--- src/design/jcms_pkg.sv ---
// Types, character codes and token tables for the capability mask scanner
package jcms_pkg;

   localparam int NTOK       = 9;
   localparam int KEY_TOK    = 0;
   localparam int TEXT_CHARS = 16;
   localparam int TEXT_W     = 8 * TEXT_CHARS;

   typedef logic [7:0]      byte_type;
   typedef logic [3:0]      mask_type;
   typedef logic [3:0]      len_type;
   typedef logic [2:0]      skip_type;
   typedef logic [NTOK-1:0] tok_vec_type;

   // Decode state of the string being compared
   typedef struct packed {
      logic        nul_seen;
      len_type     length;
      tok_vec_type match;
   } str_state_type;

   typedef enum logic [3:0] {
      PH_SCAN,
      PH_KEY_STR,
      PH_KEY_ESC,
      PH_AFTER_KEY,
      PH_AFTER_COLON,
      PH_ARRAY,
      PH_VAL_STR,
      PH_VAL_ESC,
      PH_SKIP_ELEM,
      PH_DONE
   } phase_type;

   localparam str_state_type STR_RESET = '{nul_seen: 1'b0, length: '0, match: '1};

   localparam len_type  LEN_MAX    = 4'd15;
   localparam skip_type USKIP_LEN  = 3'd4;

   localparam byte_type CH_NUL     = 8'h00;
   localparam byte_type CH_BS      = 8'h08;
   localparam byte_type CH_TAB     = 8'h09;
   localparam byte_type CH_LF      = 8'h0A;
   localparam byte_type CH_VT      = 8'h0B;
   localparam byte_type CH_FF      = 8'h0C;
   localparam byte_type CH_CR      = 8'h0D;
   localparam byte_type CH_SPACE   = 8'h20;
   localparam byte_type CH_QUOTE   = 8'h22;
   localparam byte_type CH_COMMA   = 8'h2C;
   localparam byte_type CH_COLON   = 8'h3A;
   localparam byte_type CH_LBRACK  = 8'h5B;
   localparam byte_type CH_BSLASH  = 8'h5C;
   localparam byte_type CH_RBRACK  = 8'h5D;
   localparam byte_type CH_LOW_B   = 8'h62;
   localparam byte_type CH_LOW_F   = 8'h66;
   localparam byte_type CH_LOW_N   = 8'h6E;
   localparam byte_type CH_LOW_R   = 8'h72;
   localparam byte_type CH_LOW_T   = 8'h74;
   localparam byte_type CH_LOW_U   = 8'h75;

   // Token texts, right justified; entry 0 is the key
   localparam logic [TEXT_W-1:0] TOK_TEXT [NTOK] = '{
      "capabilities", "display.write", "input.read", "sensor.read",
      "rf.transceive", "display.*", "input.*", "sensor.*", "rf.*"
   };
   localparam len_type TOK_LEN [NTOK] = '{
      4'd12, 4'd13, 4'd10, 4'd11, 4'd13, 4'd9, 4'd7, 4'd8, 4'd4
   };
   localparam mask_type TOK_BIT [NTOK] = '{
      4'h0, 4'h1, 4'h2, 4'h4, 4'h8, 4'h1, 4'h2, 4'h4, 4'h8
   };

   // Character idx of token t, counted from the start of the token
   function automatic byte_type tok_char(input int t, input len_type idx);
      logic [TEXT_W-1:0] aligned;
      aligned = TOK_TEXT[t] << (8 * (TEXT_CHARS - int'(TOK_LEN[t])));
      return aligned[8 * (TEXT_CHARS - 1 - int'(idx)) +: 8];
   endfunction

   function automatic logic is_ws(input byte_type c);
      return (c == CH_SPACE) || (c == CH_TAB) || (c == CH_LF) || (c == CH_VT) ||
             (c == CH_FF) || (c == CH_CR);
   endfunction

   function automatic byte_type decode_escape(input byte_type e);
      byte_type d;
      case (e)
         CH_LOW_B: d = CH_BS;
         CH_LOW_F: d = CH_FF;
         CH_LOW_N: d = CH_LF;
         CH_LOW_R: d = CH_CR;
         CH_LOW_T: d = CH_TAB;
         default:  d = e;
      endcase
      return d;
   endfunction

   // Tokens fully matched by the string so far
   function automatic tok_vec_type token_hits(input str_state_type s);
      tok_vec_type h;
      for (int t = 0; t < NTOK; t++) begin
         h[t] = s.match[t] && (s.length == TOK_LEN[t]);
      end
      return h;
   endfunction

   // Capability bits of the matched value tokens
   function automatic mask_type value_bits(input str_state_type s);
      tok_vec_type h;
      mask_type    m;
      h = token_hits(s);
      m = '0;
      for (int t = 1; t < NTOK; t++) begin
         if (h[t]) begin
            m = m | TOK_BIT[t];
         end
      end
      return m;
   endfunction

endpackage

--- src/design/jcms_if.sv ---
// Valid/ready channel interfaces for document bytes and capability masks

interface jcms_req_if;
   logic                 valid;
   logic                 ready;
   jcms_pkg::byte_type   data_byte;
   logic                 last_byte;

   modport source (output valid, output data_byte, output last_byte, input ready);
   modport sink   (input valid, input data_byte, input last_byte, output ready);
endinterface

interface jcms_rsp_if;
   logic                 valid;
   logic                 ready;
   jcms_pkg::mask_type   capability_mask;

   modport source (output valid, output capability_mask, input ready);
   modport sink   (input valid, input capability_mask, output ready);
endinterface

--- src/design/json_capability_mask_scanner_top.sv ---
// Scans a JSON document one byte per transaction and returns a capability mask on
// its last byte. The block takes one byte every clock cycle while it is not stalled:
// bytes go into an input register, the parser and the token compare update their
// state from it, and the mask of a document lands in the result register when its
// last byte leaves the input register. Bytes keep flowing while a result waits; only a
// last byte that finds the result register still full waits for it to drain.
module json_capability_mask_scanner_top (
   input  logic              clock,
   input  logic              reset,
   jcms_req_if.sink          req_chan,
   jcms_rsp_if.source        rsp_chan
);

   logic                in_valid_ff, in_valid_in;
   jcms_pkg::byte_type  in_byte_ff;
   logic                in_last_ff;
   logic                rsp_valid_ff, rsp_valid_in;
   jcms_pkg::mask_type  rsp_mask_ff;
   logic                take;
   logic                emit;
   jcms_pkg::mask_type  mask_out;

   // Consume the held byte unless it ends a document and the result slot is busy
   assign take           = in_valid_ff && (!in_last_ff || !rsp_valid_ff || rsp_chan.ready);
   assign req_chan.ready = !in_valid_ff || take;

   always_comb begin
      in_valid_in = in_valid_ff;
      if (req_chan.valid && req_chan.ready) begin
         in_valid_in = 1'b1;
      end else if (take) begin
         in_valid_in = 1'b0;
      end
   end

   // Hold the next byte in the input register
   always_ff @(posedge clock) begin
      if (reset) begin
         in_valid_ff <= 1'b0;
      end else begin
         in_valid_ff <= in_valid_in;
      end
      if (req_chan.valid && req_chan.ready) begin
         in_byte_ff <= req_chan.data_byte;
         in_last_ff <= req_chan.last_byte;
      end
   end

   jcms_core u_core (
      .clock     (clock),
      .reset     (reset),
      .step      (take),
      .data_byte (in_byte_ff),
      .last_byte (in_last_ff),
      .emit      (emit),
      .mask_out  (mask_out)
   );

   always_comb begin
      rsp_valid_in = rsp_valid_ff;
      if (emit) begin
         rsp_valid_in = 1'b1;
      end else if (rsp_chan.ready) begin
         rsp_valid_in = 1'b0;
      end
   end

   // Hold the result until the sink takes it
   always_ff @(posedge clock) begin
      if (reset) begin
         rsp_valid_ff <= 1'b0;
      end else begin
         rsp_valid_ff <= rsp_valid_in;
      end
      if (emit) begin
         rsp_mask_ff <= mask_out;
      end
   end

   assign rsp_chan.valid           = rsp_valid_ff;
   assign rsp_chan.capability_mask = rsp_mask_ff;

endmodule

--- src/design/jcms_token_match.sv ---
// Incremental compare of one decoded character against all tokens
module jcms_token_match (
   input  jcms_pkg::str_state_type str_cur,
   input  jcms_pkg::byte_type      char_in,
   output jcms_pkg::str_state_type str_next
);

   // Narrow the candidate set and count the character
   always_comb begin
      str_next = str_cur;
      if (!str_cur.nul_seen) begin
         if (char_in == jcms_pkg::CH_NUL) begin
            str_next.nul_seen = 1'b1;
         end else begin
            for (int t = 0; t < jcms_pkg::NTOK; t++) begin
               if ((str_cur.length >= jcms_pkg::TOK_LEN[t]) ||
                   (jcms_pkg::tok_char(t, str_cur.length) != char_in)) begin
                  str_next.match[t] = 1'b0;
               end
            end
            if (str_cur.length != jcms_pkg::LEN_MAX) begin
               str_next.length = str_cur.length + 4'd1;
            end
         end
      end
   end

endmodule

--- src/design/jcms_core.sv ---
// Document parser state machine and capability mask accumulation
module jcms_core (
   input  logic                 clock,
   input  logic                 reset,
   input  logic                 step,
   input  jcms_pkg::byte_type   data_byte,
   input  logic                 last_byte,
   output logic                 emit,
   output jcms_pkg::mask_type   mask_out
);

   jcms_pkg::phase_type     phase_ff, phase_in;
   jcms_pkg::skip_type      uskip_ff, uskip_in;
   jcms_pkg::str_state_type str_ff, str_in, str_fed;
   jcms_pkg::mask_type      mask_ff, mask_in;
   logic                    feed;
   logic                    is_val;
   jcms_pkg::byte_type      feed_char;

   jcms_token_match u_match (
      .str_cur  (str_ff),
      .char_in  (feed_char),
      .str_next (str_fed)
   );

   // Next phase, string state and mask for the current byte
   always_comb begin
      phase_in  = phase_ff;
      uskip_in  = uskip_ff;
      str_in    = str_ff;
      mask_in   = mask_ff;
      feed      = 1'b0;
      feed_char = data_byte;
      is_val    = (phase_ff == jcms_pkg::PH_VAL_STR) || (phase_ff == jcms_pkg::PH_VAL_ESC);

      case (phase_ff)
         jcms_pkg::PH_SCAN: begin
            if (data_byte == jcms_pkg::CH_QUOTE) begin
               phase_in = jcms_pkg::PH_KEY_STR;
               uskip_in = '0;
               str_in   = jcms_pkg::STR_RESET;
            end
         end
         jcms_pkg::PH_KEY_STR, jcms_pkg::PH_VAL_STR: begin
            if (uskip_ff != '0) begin
               uskip_in = uskip_ff - 3'd1;
            end else if (data_byte == jcms_pkg::CH_BSLASH) begin
               phase_in = is_val ? jcms_pkg::PH_VAL_ESC : jcms_pkg::PH_KEY_ESC;
            end else if (data_byte == jcms_pkg::CH_QUOTE) begin
               if (is_val) begin
                  mask_in  = mask_ff | jcms_pkg::value_bits(str_ff);
                  phase_in = jcms_pkg::PH_ARRAY;
               end else if (str_ff.match[jcms_pkg::KEY_TOK] &&
                            (str_ff.length == jcms_pkg::TOK_LEN[jcms_pkg::KEY_TOK])) begin
                  phase_in = jcms_pkg::PH_AFTER_KEY;
               end else begin
                  phase_in = jcms_pkg::PH_SCAN;
               end
            end else begin
               feed = 1'b1;
            end
         end
         jcms_pkg::PH_KEY_ESC, jcms_pkg::PH_VAL_ESC: begin
            if (data_byte == jcms_pkg::CH_LOW_U) begin
               uskip_in = jcms_pkg::USKIP_LEN;
            end else begin
               feed      = 1'b1;
               feed_char = jcms_pkg::decode_escape(data_byte);
            end
            phase_in = is_val ? jcms_pkg::PH_VAL_STR : jcms_pkg::PH_KEY_STR;
         end
         jcms_pkg::PH_AFTER_KEY, jcms_pkg::PH_AFTER_COLON: begin
            if (!jcms_pkg::is_ws(data_byte)) begin
               if ((phase_ff == jcms_pkg::PH_AFTER_KEY) &&
                   (data_byte == jcms_pkg::CH_COLON)) begin
                  phase_in = jcms_pkg::PH_AFTER_COLON;
               end else if ((phase_ff == jcms_pkg::PH_AFTER_COLON) &&
                            (data_byte == jcms_pkg::CH_LBRACK)) begin
                  phase_in = jcms_pkg::PH_ARRAY;
               end else if (data_byte == jcms_pkg::CH_QUOTE) begin
                  phase_in = jcms_pkg::PH_KEY_STR;
                  uskip_in = '0;
                  str_in   = jcms_pkg::STR_RESET;
               end else begin
                  phase_in = jcms_pkg::PH_SCAN;
               end
            end
         end
         jcms_pkg::PH_ARRAY: begin
            if (jcms_pkg::is_ws(data_byte) || (data_byte == jcms_pkg::CH_COMMA)) begin
               phase_in = jcms_pkg::PH_ARRAY;
            end else if (data_byte == jcms_pkg::CH_RBRACK) begin
               phase_in = jcms_pkg::PH_DONE;
            end else if (data_byte == jcms_pkg::CH_QUOTE) begin
               phase_in = jcms_pkg::PH_VAL_STR;
               uskip_in = '0;
               str_in   = jcms_pkg::STR_RESET;
            end else begin
               phase_in = jcms_pkg::PH_SKIP_ELEM;
            end
         end
         jcms_pkg::PH_SKIP_ELEM: begin
            if (data_byte == jcms_pkg::CH_COMMA) begin
               phase_in = jcms_pkg::PH_ARRAY;
            end else if (data_byte == jcms_pkg::CH_RBRACK) begin
               phase_in = jcms_pkg::PH_DONE;
            end
         end
         jcms_pkg::PH_DONE: begin
            phase_in = jcms_pkg::PH_DONE;
         end
         default: begin
            phase_in = jcms_pkg::PH_SCAN;
         end
      endcase

      if (feed) begin
         str_in = str_fed;
      end

      // Count an element cut off by end of document
      mask_out = mask_in;
      if ((phase_in == jcms_pkg::PH_VAL_STR) || (phase_in == jcms_pkg::PH_VAL_ESC)) begin
         mask_out = mask_in | jcms_pkg::value_bits(str_in);
      end
      emit = step && last_byte;
   end

   // Advance on each byte; return to reset state after the last one
   always_ff @(posedge clock) begin
      if (reset || (step && last_byte)) begin
         phase_ff <= jcms_pkg::PH_SCAN;
         uskip_ff <= '0;
         str_ff   <= jcms_pkg::STR_RESET;
         mask_ff  <= '0;
      end else if (step) begin
         phase_ff <= phase_in;
         uskip_ff <= uskip_in;
         str_ff   <= str_in;
         mask_ff  <= mask_in;
      end
   end

endmodule

--- src/flat_wrapper.sv ---
// flat-port wrapper written by rule: the top's interface ports become plain ports
module json_capability_mask_scanner_top_flat 
  (clock, reset, req_chan_valid, req_chan_data_byte, req_chan_last_byte, req_chan_ready, rsp_chan_valid, rsp_chan_capability_mask, rsp_chan_ready);
  jcms_req_if req_chan_i ();
  jcms_rsp_if rsp_chan_i ();
  input  logic clock;
  input  logic reset;
  input wire logic [$bits(req_chan_i.valid)-1:0] req_chan_valid;
  input wire logic [$bits(req_chan_i.data_byte)-1:0] req_chan_data_byte;
  input wire logic [$bits(req_chan_i.last_byte)-1:0] req_chan_last_byte;
  output wire logic [$bits(req_chan_i.ready)-1:0] req_chan_ready;
  output wire logic [$bits(rsp_chan_i.valid)-1:0] rsp_chan_valid;
  output wire logic [$bits(rsp_chan_i.capability_mask)-1:0] rsp_chan_capability_mask;
  input wire logic [$bits(rsp_chan_i.ready)-1:0] rsp_chan_ready;
  assign req_chan_i.valid = req_chan_valid;
  assign req_chan_i.data_byte = req_chan_data_byte;
  assign req_chan_i.last_byte = req_chan_last_byte;
  assign req_chan_ready = req_chan_i.ready;
  assign rsp_chan_valid = rsp_chan_i.valid;
  assign rsp_chan_capability_mask = rsp_chan_i.capability_mask;
  assign rsp_chan_i.ready = rsp_chan_ready;
  json_capability_mask_scanner_top u_core (.clock(clock), .reset(reset), .req_chan(req_chan_i), .rsp_chan(rsp_chan_i));
endmodule
--- config.mk ---
export PLATFORM = sky130hd
export DESIGN_NAME = json_capability_mask_scanner_top_flat
export DESIGN_NICKNAME = d
export VERILOG_FILES = /design/src/design/jcms_pkg.sv /design/src/design/jcms_if.sv /design/src/design/json_capability_mask_scanner_top.sv /design/src/design/jcms_token_match.sv /design/src/design/jcms_core.sv /design/src/flat_wrapper.sv
export SDC_FILE = /design/constraint.sdc
export NUM_CORES = 1
export LEC_CHECK = 0
export BUFFER_PORTS_ARGS = -buffer_cell sky130_fd_sc_hd__buf_2
export CAP_MARGIN = 10
export CORE_UTILIZATION = 55
export CTS_CLUSTER_SIZE = 28
export DETAILED_ROUTE_END_ITERATION = 6
export MAX_ROUTING_LAYER = met4
export PLACE_DENSITY = 0.77
export SLEW_MARGIN = 20
export SYNTH_ARGS = -nofsm -noshare
export SYNTH_HDL_FRONTEND = slang
export SYNTH_SLANG_ARGS = --single-unit
--- constraint.sdc ---
create_clock -name clock -period 5.5 [get_ports clock]
set_clock_uncertainty 0.15 [all_clocks]
set_input_delay 0.825 -clock clock [delete_from_list [all_inputs] [get_ports clock]]
set_output_delay 0.825 -clock clock [all_outputs]
set_load 0.02 [all_outputs]
==> impl_metrics.sql, run 1 <==
INSERT INTO impl_metrics (metric_group, metric, value, unit) VALUES
('outcome', 'run_status', 'complete, no violations', ''),
('timing', 'setup_total_negative_slack', '0', 'ns'),
('timing', 'slew_headroom', '0.397', ''),
('drt', 'drt_iter0_drc', '585', ''),
('floorplan', 'cell_rows', '32', ''),
('timing', 'timing.final.crit_period', '4.32', 'ns'),
('synthesis', 'yosys-top-cells-area', 'dfxtp_1 (12%), edfxtp_1 (8.5%), nor2_1 (6.5%)', ''),
('synthesis', 'ys_seq_elements', '40', ''),
('cells_and_area', 'fin_util', '0.596', ''),
('power_and_ir_drop', 'power_leakage', '1.60', 'nW'),
('floorplan', 'floorplan.core_area', '0.00789', 'sq mm'),
('cells_and_area', 'commonest_non_fill_non_tap_cell_in_the_layout', 'nor2_1', ''),
('worst_hold_path', 'worst_hold_path_type', 'reg -> reg', ''),
('clock_network', 'cts.clk_slew.worst_paths', '0.08', 'ns'),
('drt', 'wl', '14500', 'microns'),
('floorplan', 'die_h', '93.2', 'microns'),
('power_and_ir_drop', 'total_power', '0.000816', 'W'),
('place', 'postPlaceCellArea', '0.00457', 'sq mm'),
('floorplan', 'die_width', '93.2', 'microns'),
('global_routing', 'grt.overflow.total', '0', ''),
('place', 'gpl.final_weighted_congestion', '1.05', ''),
('clock_network', 'cts_repair_resize_count', '0', ''),
('synthesis', 'synth_enable_flop_cells', '13', ''),
('drt', 'drt_first_pass_iters', '7', ''),
('clock_network', 'cts.path.max_buffers', '2', ''),
('synthesis', 'syn_avg_cell_area', '7.25', 'sq um'),
('cells_and_area', 'final-seq-area', '931', 'sq um'),
('cells_and_area', 'finish.net_count', '628', ''),
('synthesis', 'syn-cell-area', '0.00457', 'sq mm'),
('critical_path', 'worst-endpoint-arrival', '4.27', 'ns'),
('clock_network', 'tritoncts', 'done', ''),
('worst_hold_path', 'worstHoldEndpoint', 'u_core.u_core.uskip_ff[1]$_SDFFE_PP0P_', ''),
('critical_path', 'regToRegEndpoint', 'u_core.rsp_chan.capability_mask[1]$_DFFE_PP_', ''),
('cells_and_area', 'antenna-diode-count', '0', ''),
('cells_and_area', 'area_growth', '2.74', '%'),
('cells_and_area', 'final_design_area_no_fill', '0.00470', 'sq mm'),
('critical_path', 'critical-path-top-cell-by-count', 'a211oi_1', ''),
('synthesis', 'asyncSetResetFlopFracSynth', '0', ''),
('drt', 'avgViaCountPerCell', '6.90', ''),
('clock_network', 'cts.htree.levels', '2', ''),
('critical_path', 'reg2reg_depth', '8', ''),
('critical_path', 'path_cells', 'xor2_1 > nor2_1 > o21ai_0 > a211oi_1 > a211oi_1 > o41ai_1 > or4b_1 > o311ai_1', ''),
('timing', 'report.final.setup_viol', '0', ''),
('clock_network', 'cts.repair_timing.setup_buffer_count', '0', ''),
('timing', 'max_clock_freq', '231', 'MHz'),
('synthesis', 'post_synth_inst_count', '631', ''),
('drt', 'postRouteAntennaNets', '0', ''),
('job', 'drv_cap', '0', ''),
('cells_and_area', 'final_cell_mix', 'nor2_1 (79), a21oi_1 (47), nand2_1 (46)', ''),
('floorplan', 'initial_standard_cell_utilization_of_the_core', '0.580', ''),
('critical_path', 'cp_data_required_time', '5.45', 'ns'),
('critical_path', 'startpoint_type', 'register', ''),
('critical_path', 'critPathBufInv', '0', ''),
('drt', 'vias', '4878', ''),
('power_and_ir_drop', 'power.density', '174', 'mW/mm^2'),
('synthesis', 'synth_warnings', '0', ''),
('clock_network', 'cts_inserted_buffers', '5', ''),
('global_routing', 'grt_antenna_before_repair', '0', ''),
('timing', 'drv_slew', '0', ''),
('cells_and_area', 'multiInputGateArea', '0.00333', 'sq mm'),
('synthesis', 'dominantRegCellSynth', 'dfxtp_1', ''),
('global_routing', 'grt_start_max_net_pins', '40', ''),
('clock_network', 'cts-hold-fix-buffers', '0', ''),
('critical_path', 'worst_r2r_startpoint', 'u_core.u_core.phase_ff[2]$_SDFFE_PP0P_', ''),
('critical_path', 'type_of_the_worst_setup_path', 'reg -> reg', ''),
('place', 'numPortBuffers', '18', ''),
('floorplan', 'num_io_pins', '19', ''),
('timing', 'final.period_utilization', '0.786', ''),
('critical_path', 'cpPeakStageDelay', '0.75', 'ns'),
('global_routing', 'grt_pass1_vias', '4528', ''),
('clock_network', 'clock-root-buffer', 'clkbuf_8', '');
-- cell usage after synthesis (4+ instances only) --
cell / n
nor2b_1: 16
mux2i_1: 8
a22oi_1: 6
nand3b_1: 8
or4_1: 5
nor4_1: 12
nor3_1: 15
nor2_1: 79
clkbuf_1: 37
buf_6: 4
o211ai_1: 8
and3_1: 4
dfxtp_1: 27
or2_2: 6
nand4bb_1: 4
a41oi_1: 5
buf_2: 12
a221oi_1: 4
nand2_1: 46
xnor2_1: 25
edfxtp_1: 13
o22ai_1: 7
inv_1: 16
buf_1: 4
or3_1: 8
o31ai_1: 6
o21ai_0: 37
a31oi_1: 9
nand4_1: 6
ha_1: 11
nand2b_1: 19
and4_1: 4
nand3_1: 20
a21oi_1: 47
a211oi_1: 9
xor2_1: 17
-- where the power goes --
part	internal, W	leakage, nW	switching, W	total (W)
Clock	0.000145	0.0618	0.000107	0.000252
Combinational	0.0000845	1.20	0.000131	0.000215
Sequential	0.000316	0.341	0.0000327	0.000349
Total	0.000545	1.60	0.000271	0.000816
-- worst min-delay path, delay by kind of cell, from the launching register on --
| family | cells | cell delay, ns |
|---|---|---|
| AOI/OAI and AO/OA | 1 | 0.05 |
| DFF | 1 | 0.32 |
| and+or+nand+nor | 1 | 0.05 |
-- how the worst max path moves through the flow --
stage / endpoint / depth (start not counted)
after floorplan: u_core.rsp_chan.capability_mask[1]$_DFFE_PP_ / 10
after global routing: u_core.rsp_chan.capability_mask[1]$_DFFE_PP_ / 8
final: u_core.rsp_chan.capability_mask[1]$_DFFE_PP_ / 8
after global placement: u_core.rsp_chan.capability_mask[1]$_DFFE_PP_ / 8
after detailed placement: u_core.rsp_chan.capability_mask[1]$_DFFE_PP_ / 8
after CTS: u_core.rsp_chan.capability_mask[1]$_DFFE_PP_ / 8
-- flip-flops by register name, summed over array words and instances, names as in the netlist --
register,cells
u_core.u_core.str_ff,14
u_core.rsp_chan.valid,1
u_core.in_valid_ff,1
u_core.in_byte_ff,8
u_core.rsp_chan.capability_mask,4
u_core.u_core.uskip_ff,3
u_core.u_core.phase_ff,4
u_core.u_core.mask_ff,4
u_core.in_last_ff,1
-- per-stage QoR --
step | hold WS (ns) | worst slack [ns] | instances
final | 0.324 | 1.18 | 707
after global routing | 0.345 | 0.972 | 707
after CTS | 0.327 | 1.37 | 707
after detailed placement | 0.317 | 1.40 | 699
after global placement | 0.289 | 1.45 | 699
after floorplan | 0.282 | 2.21 | 631
-- area by class of cell --
| class | count | share of cell area |
|---|---|---|
| Timing Repair Buffer | 23 | 0.0272 |
| Inverter | 16 | 0.0128 |
| Clock buffer | 8 | 0.0261 |
| Sequential cell | 40 | 0.198 |
| Multi-Input combinational cell | 518 | 0.709 |
| Tap cell | 102 | 0.0272 |
-- per-layer routing --
metal | vias up | routed length (microns) | global-route usage
met4 | 0 | 482 | 0.131
met5 | - | 0 | -
met1 | 2261 | 6250 | 0.493
li1 | 2260 | - | -
met2 | 304 | 6340 | 0.522
met3 | 53 | 1460 | 0.0537
-- cell families after synthesis --
logic type | after synthesis | synth area share
AO/OA/AOI/OAI | 181 | 0.271
XOR/XNOR | 42 | 0.0804
adder cells (fa/ha/maj) | 11 | 0.0301
buffers and inverters | 73 | 0.0698
flip-flops | 40 | 0.204
multiplexers | 11 | 0.0249
AND/OR/NAND/NOR | 273 | 0.320
No activity file was read; power rests on OpenSTA's default activity.
==> run 2: changes to the inputs <==
Settings changed: PLACE_DENSITY 0.77 to 0.8.
Clock period 5.5 ns to 3.8 ns, I/O delays scaled along.
==> impl_metrics.sql, run 2 (synthesis results as in run 1) <==
INSERT INTO impl_metrics (metric_group, metric, value, unit) VALUES
('critical_path', 'crit_path_start', 'u_core.u_core.phase_ff[1]$_SDFFE_PP0P_', ''),
('cells_and_area', 'layout_top_registers', 'u_core.u_core.str_ff x14, u_core.in_byte_ff x8', ''),
('place', 'postPlaceCellArea', '0.00483', 'sq mm'),
('critical_path', 'worst_r2r_startpoint', 'u_core.u_core.phase_ff[1]$_SDFFE_PP0P_', ''),
('timing', 'report.final.setup_viol', '0', ''),
('critical_path', 'cp-endpoint', 'u_core.rsp_chan.capability_mask[1]$_DFFE_PP_', ''),
('cells_and_area', 'finish.net_count', '661', ''),
('floorplan', 'die_h', '93.2', 'microns'),
('place', 'numPortBuffers', '18', ''),
('cells_and_area', 'commonest_non_fill_non_tap_cell_in_the_layout', 'nor2_1', ''),
('drt', 'vias', '5018', ''),
('timing', 'finalHoldWorstSlack', '0.295', 'ns'),
('cells_and_area', 'number_of_flip_flops_under_the_largest_register_name', '14', ''),
('timing', 'final.period_utilization', '0.938', ''),
('critical_path', 'crit_path_end_kind', 'register', ''),
('critical_path', 'type_of_the_worst_setup_path', 'reg -> reg', ''),
('timing', 'max_clock_freq', '280', 'MHz'),
('clock_network', 'insertion_delay', '0.30', 'ns'),
('cells_and_area', 'largest_register', 'u_core.u_core.str_ff', ''),
('global_routing', 'grt_pass1_vias', '4588', ''),
('floorplan', 'cell_rows', '32', ''),
('power_and_ir_drop', 'power.density', '241', 'mW/mm^2'),
('clock_network', 'clock-root-buffer', 'clkbuf_8', ''),
('clock_network', 'total_clock_sinks', '40', ''),
('outcome', 'run_status', 'complete, no violations', ''),
('timing', 'setup_total_negative_slack', '0', 'ns'),
('power_and_ir_drop', 'total_switching_power', '0.000396', 'W'),
('power_and_ir_drop', 'power_share_of_the_combinational_group', '0.299', ''),
('power_and_ir_drop', 'sequential_fraction_of_design_power', '0.406', ''),
('floorplan', 'die_area', '0.00868', 'sq mm'),
('worst_hold_path', 'worst_hold_path_type', 'in -> reg', ''),
('global_routing', 'grt.overflow.total', '0', ''),
('clock_network', 'cts_inserted_buffers', '5', ''),
('critical_path', 'startpoint_type', 'register', ''),
('power_and_ir_drop', 'power.switching_fraction', '0.333', ''),
('clock_network', 'cts.clk_slew.worst_paths', '0.08', 'ns'),
('floorplan', 'initial_standard_cell_utilization_of_the_core', '0.580', ''),
('drt', 'drt_first_pass_iters', '5', ''),
('critical_path', 'worst-endpoint-arrival', '3.52', 'ns'),
('clock_network', 'cts.path.max_buffers', '2', ''),
('clock_network', 'tritoncts', 'done', ''),
('critical_path', 'regToRegSetupSlack', '0.23', 'ns'),
('floorplan', 'num_io_pins', '19', ''),
('global_routing', 'grt_start_max_net_pins', '50', ''),
('place', 'hpwl', '10900', 'microns'),
('power_and_ir_drop', 'p_clk_frac', '0.295', ''),
('critical_path', 'path_cells', 'nor2b_1 > nand2_1 > a221oi_1 > a31o_2 > a211oi_1 > o41ai_1 > buf_4 > or4b_1 > o311ai_1', ''),
('power_and_ir_drop', 'max-vdd-ir-drop', '383', 'uV'),
('clock_network', 'cts.htree.levels', '2', ''),
('cells_and_area', 'final_cell_mix', 'nor2_1 (78), a21oi_1 (47), nand2_1 (46)', ''),
('cells_and_area', 'fraction_of_layout_cells_with_a_size_suffix_above_1', '0.139', ''),
('floorplan', 'die_width', '93.2', 'microns'),
('timing', 'hold_viol', '0', ''),
('timing', 'slew_headroom', '0.540', ''),
('place', 'gpl.final_weighted_congestion', '1.02', ''),
('global_routing', 'grt_first_pass_wirelength', '24100', 'microns'),
('cells_and_area', 'antenna-diode-count', '0', ''),
('drt', 'detail_route.wl_per_cell', '19.9', 'microns'),
('critical_path', 'timing.critical_path.slowest_stage_cell', 'dfxtp_1', ''),
('floorplan', 'floorplan.core_area', '0.00789', 'sq mm'),
('timing', 'tightestPinTransition', '0.688', 'ns'),
('global_routing', 'gr-usage-all-layers', '0.364', ''),
('drt', 'wl', '14800', 'microns'),
('critical_path', 'regToRegEndpoint', 'u_core.rsp_chan.capability_mask[1]$_DFFE_PP_', ''),
('critical_path', 'max_fo_critical_path', '17', ''),
('drt', 'avgViaCountPerCell', '6.78', ''),
('critical_path', 'cp_data_required_time', '3.75', 'ns'),
('job', 'drv_cap', '0', ''),
('cells_and_area', 'final_design_area_no_fill', '0.00495', 'sq mm'),
('worst_hold_path', 'hold_crit_start', 'req_chan_last_byte', ''),
('timing', 'drv_slew', '0', ''),
('clock_network', 'cts-hold-fix-buffers', '0', ''),
('drt', 'postRouteAntennaNets', '0', ''),
('power_and_ir_drop', 'internal_power', '0.000794', 'W'),
('drt', 'route.detailed.drc', '0', ''),
('critical_path', 'reg2reg_depth', '9', ''),
('timing', 'setup_repair_after_global_routing_missed_its_margin', 'no', ''),
('cells_and_area', 'area_growth', '8.15', '%'),
('global_routing', 'grt_antenna_before_repair', '0', ''),
('power_and_ir_drop', 'power_leakage', '1.77', 'nW'),
('critical_path', 'cpPeakStageDelay', '0.71', 'ns'),
('drt', 'drt_iter0_drc', '657', ''),
('timing', 'timing.final.crit_period', '3.57', 'ns');
[run 2: metal layers]
metal / vias to the layer above / global-route usage / part of all wire
li1: 2328 / - / -
met1: 2299 / 0.512 / 0.42
met2: 339 / 0.532 / 0.44
met3: 52 / 0.0447 / 0.11
met4: 0 / 0.141 / 0.034
met5: - / - / 0
[run 2: area by class of cell]
cell class / instances / area, sq um
Multi-Input combinational cell: 518 / 3330
Fill cell: 698 / 2940
Sequential cell: 40 / 931
Timing Repair Buffer: 56 / 388
Tap cell: 102 / 128
Clock buffer: 6 / 72.6
Inverter: 16 / 60.1
Clock inverter: 2 / 35.0
[run 2: worst min path at each step]
stage | endpoint | slack, ns | depth (start not counted)
5_1_grt | u_core.in_last_ff$_DFFE_PP_ | 0.28 | 1
3_5_place_dp | u_core.u_core.uskip_ff[1]$_SDFFE_PP0P_ | 0.30 | 2
2_1_floorplan | u_core.u_core.uskip_ff[1]$_SDFFE_PP0P_ | 0.28 | 2
3_3_place_gp | u_core.u_core.uskip_ff[1]$_SDFFE_PP0P_ | 0.29 | 2
4_1_cts | u_core.in_last_ff$_DFFE_PP_ | 0.29 | 1
6_report | u_core.in_last_ff$_DFFE_PP_ | 0.29 | 1
[run 2: worst max-delay path: cells and delay by family, from the launching register on]
kind,cells,cell delay [ns]
AND/OR/NAND/NOR,3,1.25
AO/OA/AOI/OAI,5,1.06
flip-flops,1,0.71
buffers and inverters,1,0.20
[run 2: what timing repair did]
| action | in CTS | in global routing |
|---|---|---|
| buffers inserted | 0 | 0 |
| resized for setup | 0 | 1 |
| setup endpoints to repair | 0 | 1 |
| hold endpoints to repair | 0 | 0 |
[run 2: power by group through the flow]
| stage | clock [W] | sequential [W] | combinational [W] |
|---|---|---|---|
| after floorplan | 0 | 0.000479 | 0.000261 |
| after global placement | 0 | 0.000491 | 0.000338 |
| after detailed placement | 0 | 0.000492 | 0.000342 |
| after CTS | 0.000360 | 0.000482 | 0.000344 |
| after global routing | 0.000378 | 0.000486 | 0.000383 |
| final | 0.000351 | 0.000484 | 0.000356 |
[run 2: per-stage QoR]
stage               std cells  setup WS, ns   util  power, W
floorplan                 631         0.506      -  0.000740
global placement          732         0.379  0.612  0.000829
detailed placement        732         0.293  0.612  0.000834
CTS                       740         0.226  0.626   0.00119
global route              740        0.0962  0.627   0.00125
finish                    740         0.235  0.627   0.00119
==> run 3: changes to the inputs <==
Settings changed: GPL_TIMING_DRIVEN set to 0, RECOVER_POWER set to 50.
==> impl_metrics.sql, run 3 (synthesis results as in run 1) <==
INSERT INTO impl_metrics (metric_group, metric, value, unit) VALUES
('outcome', 'run_status', 'complete, no violations', ''),
('worst_hold_path', 'worst_hold_path_type', 'in -> reg', ''),
('drt', 'route.detailed.drc', '0', ''),
('clock_network', 'cts_inserted_buffers', '5', ''),
('place', 'place.detailed.instances', '751', ''),
('global_routing', 'gr-usage-all-layers', '0.400', ''),
('worst_hold_path', 'whs_path_depth', '1', ''),
('worst_hold_path', 'hold_crit_start', 'req_chan_last_byte', ''),
('timing', 'finalHoldWorstSlack', '0.294', 'ns'),
('drt', 'vias', '5283', ''),
('timing', 'final.period_utilization', '0.993', ''),
('timing', 'report.final.setup_viol', '0', ''),
('timing', 'setup_total_negative_slack', '0', 'ns'),
('place', 'gpl.final_weighted_congestion', '1.03', ''),
('critical_path', 'worst_r2r_startpoint', 'u_core.u_core.str_ff[10]$_SDFFE_PP0P_', ''),
('global_routing', 'grt_start_max_net_pins', '14', ''),
('floorplan', 'num_io_pins', '19', ''),
('drt', 'detail_route.wl_per_cell', '21.7', 'microns'),
('drt', 'postRouteAntennaNets', '0', ''),
('cells_and_area', 'antenna-diode-count', '0', ''),
('cells_and_area', 'area_growth', '8.29', '%'),
('floorplan', 'die_width', '93.2', 'microns'),
('drt', 'drt_iter0_drc', '558', ''),
('critical_path', 'crit_path_end_kind', 'register', ''),
('timing', 'max_clock_freq', '265', 'MHz'),
('power_and_ir_drop', 'max-vdd-ir-drop', '255', 'uV'),
('cells_and_area', 'layout_top_registers', 'u_core.u_core.str_ff x14, u_core.in_byte_ff x8', ''),
('timing', 'timing.final.crit_period', '3.77', 'ns'),
('cells_and_area', 'number_of_flip_flops_under_the_largest_register_name', '14', ''),
('clock_network', 'cts.clk_slew.worst_paths', '0.08', 'ns'),
('cells_and_area', 'fraction_of_layout_cells_with_a_size_suffix_above_1', '0.108', ''),
('floorplan', 'cell_rows', '32', ''),
('cells_and_area', 'fin_util', '0.628', ''),
('power_and_ir_drop', 'total_power', '0.00124', 'W'),
('clock_network', 'clock-root-buffer', 'clkbuf_8', ''),
('critical_path', 'startpoint_type', 'register', ''),
('cells_and_area', 'finish.net_count', '681', ''),
('drt', 'avgViaCountPerCell', '6.95', ''),
('timing', 'drv_slew', '0', ''),
('drt', 'wl', '16500', 'microns'),
('cells_and_area', 'final_cell_mix', 'nor2_1 (76), a21oi_1 (47), nand2_1 (46)', ''),
('job', 'drv_cap', '0', ''),
('floorplan', 'die_area', '0.00868', 'sq mm'),
('critical_path', 'worst-endpoint-arrival', '3.73', 'ns'),
('critical_path', 'max_fo_critical_path', '10', ''),
('power_and_ir_drop', 'power.density', '250', 'mW/mm^2'),
('timing', 'hold_viol', '0', ''),
('critical_path', 'reg2reg_depth', '10', ''),
('global_routing', 'grt.overflow.total', '0', ''),
('cells_and_area', 'largest_register', 'u_core.u_core.str_ff', ''),
('clock_network', 'tritoncts', 'done', ''),
('critical_path', 'cp_data_required_time', '3.76', 'ns'),
('global_routing', 'grt_antenna_before_repair', '0', ''),
('power_and_ir_drop', 'power_leakage', '1.71', 'nW'),
('floorplan', 'initial_standard_cell_utilization_of_the_core', '0.580', ''),
('floorplan', 'die_h', '93.2', 'microns'),
('place', 'hpwl', '12300', 'microns'),
('floorplan', 'floorplan.core_area', '0.00789', 'sq mm'),
('critical_path', 'crit_path_start', 'u_core.u_core.str_ff[10]$_SDFFE_PP0P_', ''),
('global_routing', 'grt_pass1_vias', '4877', ''),
('clock_network', 'cts.path.max_buffers', '2', ''),
('timing', 'slew_headroom', '0.243', ''),
('timing', 'setup_repair_after_global_routing_missed_its_margin', 'yes', ''),
('clock_network', 'total_clock_sinks', '40', ''),
('place', 'numPortBuffers', '18', ''),
('cells_and_area', 'stdcell_count', '760', ''),
('timing', 'tightestPinTransition', '1.13', 'ns'),
('cells_and_area', 'commonest_non_fill_non_tap_cell_in_the_layout', 'nor2_1', ''),
('clock_network', 'cts.htree.levels', '2', ''),
('critical_path', 'type_of_the_worst_setup_path', 'reg -> reg', ''),
('global_routing', 'grt_first_pass_wirelength', '26200', 'microns'),
('drt', 'drt_first_pass_iters', '6', ''),
('clock_network', 'insertion_delay', '0.30', 'ns');
==> run 3: power by group <==
group | total (W) | switching (W) | internal [W]
registers | 0.000472 | 0.0000151 | 0.000457
logic | 0.000376 | 0.000239 | 0.000138
clock network | 0.000391 | 0.000155 | 0.000236
total | 0.00124 | 0.000409 | 0.000831
==> run 3: path summary, 6_finish.rpt <==
path	to	slack, ns
worst max-delay path	u_core.rsp_chan.capability_mask[1]$_DFFE_PP_	0.03
worst min-delay path	u_core.in_last_ff$_DFFE_PP_	0.29
worst max register to register	u_core.rsp_chan.capability_mask[1]$_DFFE_PP_	0.03
worst min register to register	u_core.u_core.uskip_ff[1]$_SDFFE_PP0P_	0.31
==> run 3: timing repair <==
action | CTS | global route
buffers inserted | 0 | 1
gates cloned | 0 | 0
gates resized for setup | 2 | 12
endpoints found under the setup margin | 1 | 5
hold buffers | 0 | 0
==> run 3: stage by stage <==
step	cell area, sq um	worst slack (ns)
2_1_floorplan	4570	0.506
3_3_place_gp	4790	-0.144
3_5_place_dp	4790	-0.120
4_1_cts	4930	0.00277
5_1_grt	4950	-0.0291
6_report	4950	0.0278
==> run 3: layout make-up <==
cell class,instances,area [sq um]
Multi-Input combinational cell,518,3350
Fill cell,707,2940
Sequential cell,40,931
Buffer,57,264
Tap cell,102,128
Clock buffer,7,97.6
Timing Repair Buffer,19,91.3
Inverter,16,60.1
Clock inverter,1,30.0
==> run 3: routing by layer <==
metal	GRT usage	routed length, microns	part of all wire	up-vias
met5	-	0	0	-
met3	0.0959	1940	0.12	67
met1	0.538	6930	0.42	2466
met2	0.571	6880	0.42	377
met4	0.171	716	0.043	0
li1	-	-	-	2373
==> run 3: critical path, cell delays in order, from the launching register on <==
cell      delay, ns
dfxtp_1        0.40
clkbuf_2       0.31
inv_1          0.20
ha_1           0.40
clkbuf_1       0.33
o21ai_0        0.22
nand3_1        0.12
a211o_1        0.32
o41ai_2        0.56
or4b_1         0.49
o311ai_1       0.09
